--- config.mk ---
export PLATFORM = sky130hd
export DESIGN_NAME = msx_div
export DESIGN_NICKNAME = d
export VERILOG_FILES = /design/src/design/masked_surface_extension_3d_core_defines.svh /design/src/design/msx_pkg.sv /design/src/design/msx_div.sv
export SDC_FILE = /design/constraint.sdc
export NUM_CORES = 1
export LEC_CHECK = 0
export BUFFER_PORTS_ARGS = -buffer_cell sky130_fd_sc_hd__buf_2
export CORE_MARGIN = 2
export CORE_UTILIZATION = 41
export CTS_BUF_LIST = sky130_fd_sc_hd__clkbuf_8 sky130_fd_sc_hd__clkbuf_16
export DETAILED_ROUTE_END_ITERATION = 6
export GPL_TIMING_DRIVEN = 1
export SLEW_MARGIN = 0
export SYNTH_ARGS = -nofsm -noshare
export SYNTH_HDL_FRONTEND = slang
export SYNTH_SLANG_ARGS = --single-unit
--- constraint.sdc ---
create_clock -name i_clk -period 7.24 [get_ports i_clk]
set_input_delay 1.086 -clock i_clk [delete_from_list [all_inputs] [get_ports i_clk]]
set_output_delay 1.086 -clock i_clk [all_outputs]
set_load 0.05 [all_outputs]
--- src/design/masked_surface_extension_3d_core_defines.svh ---
// Assertion macros for the masked surface extension core.
// Included by the files that carry concurrent checks; depends on nothing.
`ifndef MASKED_SURFACE_EXTENSION_3D_CORE_DEFINES_SVH
`define MASKED_SURFACE_EXTENSION_3D_CORE_DEFINES_SVH

// same-cycle implication, disabled while reset is low
`define MSX_ASSERT_NOW(lbl, clk, rst_n, ante, cons) \
    lbl: assert property (@(posedge clk) disable iff (!rst_n) (ante) |-> (cons)) \
        else $error("msx check failed");

// next-cycle implication, disabled while reset is low
`define MSX_ASSERT_NXT(lbl, clk, rst_n, ante, cons) \
    lbl: assert property (@(posedge clk) disable iff (!rst_n) (ante) |=> (cons)) \
        else $error("msx check failed");

`endif

--- src/design/msx_pkg.sv ---
// Shared widths, register codes, weights and helpers for the surface extension core.
// No dependencies; used by every other module through scoped names.
package msx_pkg;

    localparam int DEF_MAX_NY = 256;
    localparam int DEF_MAX_NX = 256;
    localparam int DEF_MAX_NZ = 4096;

    localparam int VAL_W  = 16;
    localparam int ENT_W  = 17;
    localparam int W_W    = 16;
    localparam int PROD_W = 32;
    localparam int ACC_W  = 37;
    localparam int SUM_W  = 20;
    localparam int Q_W    = 17;
    localparam int CFG_IW = 2;
    localparam int CFG_DW = 13;
    localparam int SZ_W   = 17;

    localparam logic [CFG_IW-1:0] CFG_SIZE_Y = 2'd0;
    localparam logic [CFG_IW-1:0] CFG_SIZE_X = 2'd1;
    localparam logic [CFG_IW-1:0] CFG_SIZE_Z = 2'd2;

    // Q1.15 distance weights
    localparam logic [W_W-1:0] W_FACE   = 16'd32768;
    localparam logic [W_W-1:0] W_EDGE   = 16'd23170;
    localparam logic [W_W-1:0] W_CORNER = 16'd18918;

    function automatic logic [W_W-1:0] weight(input logic [1:0] hops);
        logic [W_W-1:0] w;
        case (hops)
            2'd1:    w = W_FACE;
            2'd2:    w = W_EDGE;
            2'd3:    w = W_CORNER;
            default: w = '0;
        endcase
        return w;
    endfunction

    function automatic logic [SZ_W-1:0] clamp_size(input logic [SZ_W-1:0] v,
                                                   input logic [SZ_W-1:0] maxv);
        logic [SZ_W-1:0] r;
        if (v == '0) begin
            r = SZ_W'(1);
        end else if (v > maxv) begin
            r = maxv;
        end else begin
            r = v;
        end
        return r;
    endfunction

endpackage

--- src/design/msx_div.sv ---
// Iterative restoring divider: signed sum over unsigned weight total, truncating.
// One quotient bit per cycle; depends on msx_pkg for widths.
module msx_div (
    input  logic                              i_clk,
    input  logic                              i_rst_n,
    input  logic                              i_start,
    input  logic signed [msx_pkg::ACC_W-1:0]  i_num,
    input  logic        [msx_pkg::SUM_W-1:0]  i_den,
    output logic                              o_done,
    output logic signed [msx_pkg::VAL_W-1:0]  o_quot
);

    localparam int AW = msx_pkg::ACC_W;
    localparam int QW = msx_pkg::Q_W;
    localparam int CW = $clog2(QW);

    logic          r_busy;
    logic          r_done;
    logic          r_neg;
    logic [CW-1:0] r_cnt;
    logic [AW-1:0] r_rem;
    logic [AW-1:0] r_den;
    logic [QW-1:0] r_q;
    logic [QW-1:0] w_q_signed;
    logic          w_fit;

    assign w_fit = (r_rem >= r_den);

    always_ff @(posedge i_clk) begin
        if (!i_rst_n) begin
            r_busy <= 1'b0;
            r_done <= 1'b0;
        end else begin
            r_done <= !i_start && r_busy && (r_cnt == '0);
            if (i_start) begin
                r_busy <= 1'b1;
                r_cnt  <= CW'(QW - 1);
                r_neg  <= i_num[AW-1];
                r_rem  <= i_num[AW-1] ? AW'(-i_num) : AW'(i_num);
                r_den  <= AW'(i_den) << (QW - 1);
                r_q    <= '0;
            end else if (r_busy) begin
                // take one quotient bit, walk the divisor down
                if (w_fit) begin
                    r_rem <= r_rem - r_den;
                end
                r_q   <= {r_q[QW-2:0], w_fit};
                r_den <= r_den >> 1;
                if (r_cnt == '0) begin
                    r_busy <= 1'b0;
                end else begin
                    r_cnt <= r_cnt - CW'(1);
                end
            end
        end
    end

    assign w_q_signed = r_neg ? (~r_q + QW'(1)) : r_q;
    assign o_quot     = $signed(w_q_signed[msx_pkg::VAL_W-1:0]);
    assign o_done     = r_done;

endmodule

==> impl_metrics.toml, run 1 <==
[run_status]
status = "completed"

[flow_run]
cap_violations = 0

[sta]
rsz0062_at_grt = "no"
worst_slew_pin_slew_ps = 1090
finalHoldViolations = 0
skew_ps = 15.0
holdWs_ps = 494
setup_viol = 0
fin_ws_ps = 3420
fin_crit_ps = 3820
worst_slew_margin_rel = 0.264
fin_tns_setup_ps = 0
max_freq_mhz = 262
slew_viol_final = 0
finalCritPeriodShare = 0.527

[die]
core_mm2 = 0.0166
rows = 47
fp.dieW_um = 134
initial_utilization = 0.420
dieArea_mm2 = 0.0180
die_y_um = 134
ios = 77

[cts]
clock_path_buffers = 2
cts_buffers = 9
clockRootBuffer = "clkbuf_16"
post_cts_buffers = 0
cts.sinks = 97
clkTransAtPathRegs_ps = 80
htreeDepth = 3
cts_tree = "built"
cts_resized = 0
holdBufCountCts = 0
clock_latency_ps = 370

[pwr]
p_leak_nw = 3.16
power_density_mw_per_mm2 = 219
fin_total_pwr_mw = 1.72
ir_worst_vdd_mv = 0.185

[logic_synthesis]
synth_top_area_frac = 0.410
synth_cell_type_count = 58
syn-num-nets = 862
yosys.area_share.adder = 0.0730
synth_cells = 762
syn_area_mm2 = 0.00696
synth_top_family_by_area = "compound AO/OA/AOI/OAI gates"
muxShareOfSynthArea = 0.00144
synth_xor_area_frac = 0.102
synth_seq_cells = 97
synth_top_area_cell = "edfxtp_1"
synth_edf_count = 95
yosys-top-cells-area = "edfxtp_1, xnor2_1, ha_1"
syn_avg_cell_area_um2 = 9.14
synth_compound_area_frac = 0.186
yosysWarnings = 0
ys.flop_type = "edfxtp_1"
yosysSeqAreaShare = 0.416
synth-simple-area-share = 0.175
synthArstFlopShare = 0

[hold_path]
hold_class = "reg -> reg"
hold_depth = 1

[setup_path]
start_kind = "flip-flop"
crit_type = "reg -> reg"
critical_path.most_common_cell = "a21oi_1"
path_buf_inv = 1
cp.required_ps = 7340
end_kind = "flip-flop"
cp_cell_sequence = "ha_1 > a21oi_1 > o22ai_1 > or3_1 > a21o_1 > a21oi_1 > a21oi_1 > a221o_1 > a41oi_1 > a21oi_4 > buf_4"
slowest_delay_ps = 390
cp.arrival_ps = 3910
cpMaxStageDelayCell = "ha_1"
critical_path_depth = 11
rr_worst_depth = 11
cp_top_family = "compound AO/OA/AOI/OAI gates"
crit_fanout = 20

[cells_and_area]
syn_to_final_growth_pct = 12.5
final_cells = 1044
diodes = 0
final_nets = 919
utilization = 0.472
drive_gt1_frac = 0.133
design_area_mm2 = 0.00783

[global_routing]
antenna_found_initial = 1
grt_remaining_overflow = 0
grt_pass1_wl_um = 27100
grt_pass1_vias = 5380
grt_max_degree = 82
track_usage = 0.188

[routing]
drtPass1Iterations = 5
wl_um = 16500
wl_per_cell_um = 15.8
ant_nets = 0
remaining_drc_errors = 0
wl_met2_um = 7290
dr_total_vias = 5617
vias_per_cell = 5.38
top_layer = "met5"
wl_met1_um = 8080
drtIter0Drc = 407
route.met3.wl_um = 861

[place]
port_buffers = 76
dp_hpwl_um = 12300
pre_cts_ws_ps = 3230
placed_cell_area_mm2 = 0.00752
place.gp.congestion = 0.890
dp_cells = 1028
worst paths after layout:
path,from,endpoint,slack [ps]
max,r_rem[6],r_rem[27],3420
min,r_busy,o_done,490
max reg2reg,r_rem[6],r_rem[27],3420
min reg2reg,r_busy,o_done,490
worst reg2reg max path: stages, from the launching register on:
cell and delay, ps:
edfxtp_1 380, ha_1 390, a21oi_1 220, o22ai_1 130, or3_1 360, a21o_1 200
a21oi_1 360, a21oi_1 140, a221o_1 360, a41oi_1 380, a21oi_4 280, buf_4 350
flip-flops by register name, indices dropped and copies added (netlist names):
name    flops
o_done      1
r_neg       1
r_q        16
r_busy      1
r_rem      37
r_den      36
r_cnt       5
where the power goes:
group          leakage, nW  total [mW]  internal, mW  switching, mW
sequential           0.928       0.699         0.680         0.0192
combinational         2.08       0.521         0.196          0.325
clock                0.150       0.496         0.247          0.249
total                 3.16        1.72          1.12          0.593
cells by family after synthesis:
family,after synthesis
muxes,1
xor gates and xnor gates,81
AOI/OAI and AO/OA,210
adders and majority gates,40
DFF,97
and+or+nand+nor,247
buffers and inverters,86
per-layer routing:
metal  global-route usage  up-vias
met1                0.263     2591
li1                     -     2865
met3               0.0435       21
met2                0.292      138
met4               0.0579        2
met5                    0        -
placed cells by master (no fill, tap or decap), types with 8 or more instances in the layout:
cell type / synthesis / final
a21o_1: 20 / 20
a21oi_1: 59 / 58
buf_2: 1 / 75
clkbuf_16: 0 / 9
edfxtp_1: 95 / 95
ha_1: 39 / 39
inv_1: 52 / 51
nand2_1: 86 / 86
nand2b_1: 10 / 10
nand3_1: 14 / 14
nand4_1: 8 / 8
nor2_1: 61 / 61
nor2b_1: 17 / 17
nor3_1: 11 / 11
o21ai_0: 65 / 65
o31ai_1: 15 / 15
xnor2_1: 60 / 60
xor2_1: 21 / 21
cell type report:
class | instances | area (µm²)
fill | 1608 | 8750
inverter | 52 | 195
multi-input combinational | 579 | 3750
clock buffer | 9 | 225
timing repair buffer | 80 | 413
clock inverter | 7 | 81.3
tap | 220 | 275
sequential | 97 | 2890
synthesized netlist by cell type (3+ instances only):
cell type / count
o21bai_1: 5
nand2b_1: 10
a21o_1: 20
nor3_1: 11
nor2b_1: 17
xnor2_1: 60
or4_1: 7
a22oi_1: 3
a211oi_1: 3
or4_4: 5
a31oi_1: 3
o31ai_1: 15
edfxtp_1: 95
ha_1: 39
o211ai_1: 4
nor4_1: 3
nand3_1: 14
o22ai_1: 3
xor2_1: 21
nor2_1: 61
nand2_1: 86
a21oi_1: 59
a221oi_1: 3
nand4_1: 8
a41oi_1: 3
o41ai_1: 7
clkbuf_1: 31
inv_1: 52
and3_1: 7
or3_1: 5
o21ai_0: 65
Note: power is estimated with default switching activity, not from simulation.
==> run 2: changes to the inputs <==
- ABC_AREA: default -> 1
- clock period: 7.24 -> 3.75 ns (I/O delays scaled with it)
==> run 2 against run 1 <==
  * Synthesized cell count increased by 57%
  * Flip-flop and latch count unchanged
  * Wire length grew 39%
  * First-iteration DRC count is 57% higher
  * Sequential power rose by 99%
  * Via count up 37%
  * Clock power up 91%
  * Core utilization fell by 0.38 points
  * Cell count grew 47%
  * Highest routed layer is now met4
==> impl_metrics.toml, run 2 <==
[cts]
clock_path_buffers = 2
htreeDepth = 3
holdBufCountCts = 0
cts_resized = 0
clkTransAtPathRegs_ps = 60
post_cts_buffers = 0
cts.sinks = 97
cts_buffers = 9
clockRootBuffer = "clkbuf_16"
clock_latency_ps = 360
cts_tree = "built"

[cells_and_area]
syn_to_final_growth_pct = 11.8
drive_gt1_frac = 0.128
regMostFlops = "r_rem"
largest_reg_flops = 37
utilization = 0.468
layout_commonest_cell = "nand2_1"
nFillCells = 2091
diodes = 0
layout_top_registers = "r_rem (37), r_den (36), r_q (16)"
final_nets = 1368
final_cell_mix = "nand2_1, inv_1, nor2_1, edfxtp_1"
design_area_mm2 = 0.00915
final_cells = 1538

[place]
placed_cell_area_mm2 = 0.00885
dp_cells = 1522
dp_hpwl_um = 18300
port_buffers = 76
pre_cts_ws_ps = 1130
place.gp.congestion = 0.961

[setup_path]
crit_type = "reg -> out"
cp.arrival_ps = 2230
end_kind = "primary output"
rr_worst_depth = 12
crit_fanout = 4
start_kind = "flip-flop"
cp.required_ps = 3190

[die]
die_y_um = 145
fp.dieW_um = 145
ios = 77
dieArea_mm2 = 0.0211
core_mm2 = 0.0195
rows = 51
initial_utilization = 0.419

[sta]
fin_tns_setup_ps = 0
skew_ps = 8.03
slew_viol_final = 0
fin_ws_ps = 955
finalCritPeriodShare = 0.745
fin_crit_ps = 2800
finalHoldViolations = 0
setup_viol = 0
worst_slew_margin_rel = 0.492
rsz0062_at_grt = "no"
max_freq_mhz = 358
holdWs_ps = 474
worst_slew_pin_slew_ps = 761

[logic_synthesis]
synth_cell_type_count = 48
syn_avg_cell_area_um2 = 6.83
yosysSeqAreaShare = 0.354
synth_seq_cells = 97
yosysWarnings = 0
synth_top_area_cell = "edfxtp_1"
synthArstFlopShare = 0
synth_edf_count = 95
synth-simple-area-share = 0.349
syn_area_mm2 = 0.00818
syn-num-nets = 1298
post-synth-top-count-cell = "nand2_1"
synth_top_area_frac = 0.349
yosys.area_share.adder = 0.0621
synth_compound_area_frac = 0.103
synth_common_cells = "nand2_1, inv_1, nor2_1"
ys.flop_type = "edfxtp_1"
yosys-top-cells-area = "edfxtp_1, nand2_1, inv_1"
synth_cells = 1198
synth_xor_area_frac = 0.0225
synth_top_family_by_area = "simple AND/OR/NAND/NOR gates"
muxShareOfSynthArea = 0

[global_routing]
grt_max_degree = 59
use_met2 = 0.329
antenna_found_initial = 0
grt.busiest_layer = "met2"
track_usage = 0.217
grt_pass1_wl_um = 36700
grtUsageMet1 = 0.320
grt_pass1_vias = 7145
grt_remaining_overflow = 0
met3_usage = 0.0264

[hold_path]
hold_class = "in -> reg"
hold_depth = 3

[routing]
wl_per_cell_um = 14.9
wl_um = 22900
drtIter0Drc = 640
vias_per_cell = 5.02
ant_nets = 0
dr_total_vias = 7719
drtPass1Iterations = 7
remaining_drc_errors = 0

[pwr]
power_density_mw_per_mm2 = 408
ir_worst_vdd_mv = 0.221
p_leak_nw = 4.49
fin_total_pwr_mw = 3.73

[flow_run]
cap_violations = 0

[run_status]
status = "completed"
-- run 2: changes by cell type after synthesis, sizes merged, moves of 17 or more --
cell,change
inv,+159
nor2b,-17
a21o,-20
xnor2,-58
clkbuf,-21
nor2,+92
nand3,+69
nand2,+273
-- run 2: kinds of logic after synthesis --
kind of cell / after synthesis
simple gates: 648
buf+inv: 236
compound gates: 156
flops: 97
fa+ha+maj: 40
xor+xnor: 21
-- run 2: final timing paths --
kind                   from    endpoint  slack, ps
setup reg to reg  r_rem[15]   r_rem[27]       1150
setup / recovery     r_q[0]  o_quot[14]        950
hold / removal    i_den[19]   r_den[35]        470
hold reg to reg      r_busy      o_done        530
-- run 2: power by group --
part           internal [mW]  leakage [nW]  switching [mW]
Clock                  0.533         0.155           0.415
Combinational          0.429          3.39           0.964
Sequential              1.34         0.943          0.0455
-- run 2: per-layer routing --
metal / vias up / share of wire
met1: 3448 / 0.49
met3: 35 / 0.061
met2: 258 / 0.42
met4: 0 / 0.023
met5: - / 0
li1: 3978 / -
-- run 2: critical path, cell delays in order (launching register included) --
cell and delay (ps):
edfxtp_1 440, inv_1 110, ha_1 140, inv_1 50
nor3_2 130, nand3_1 120, nor3_1 140, nor2_1 90
nor2_2 170, nand2_1 90, xor2_1 120, buf_2 270
-- run 2: layout make-up --
type / instances / area [µm²] / area share
clock inverters: 6 / 60.1 / 0.00657
repair buffers: 83 / 435 / 0.0476
multi-input cells: 865 / 4390 / 0.480
clock buffers: 10 / 239 / 0.0261
inverters: 212 / 796 / 0.0870
well taps: 265 / 332 / 0.0363
flip-flops and latches: 97 / 2890 / 0.316
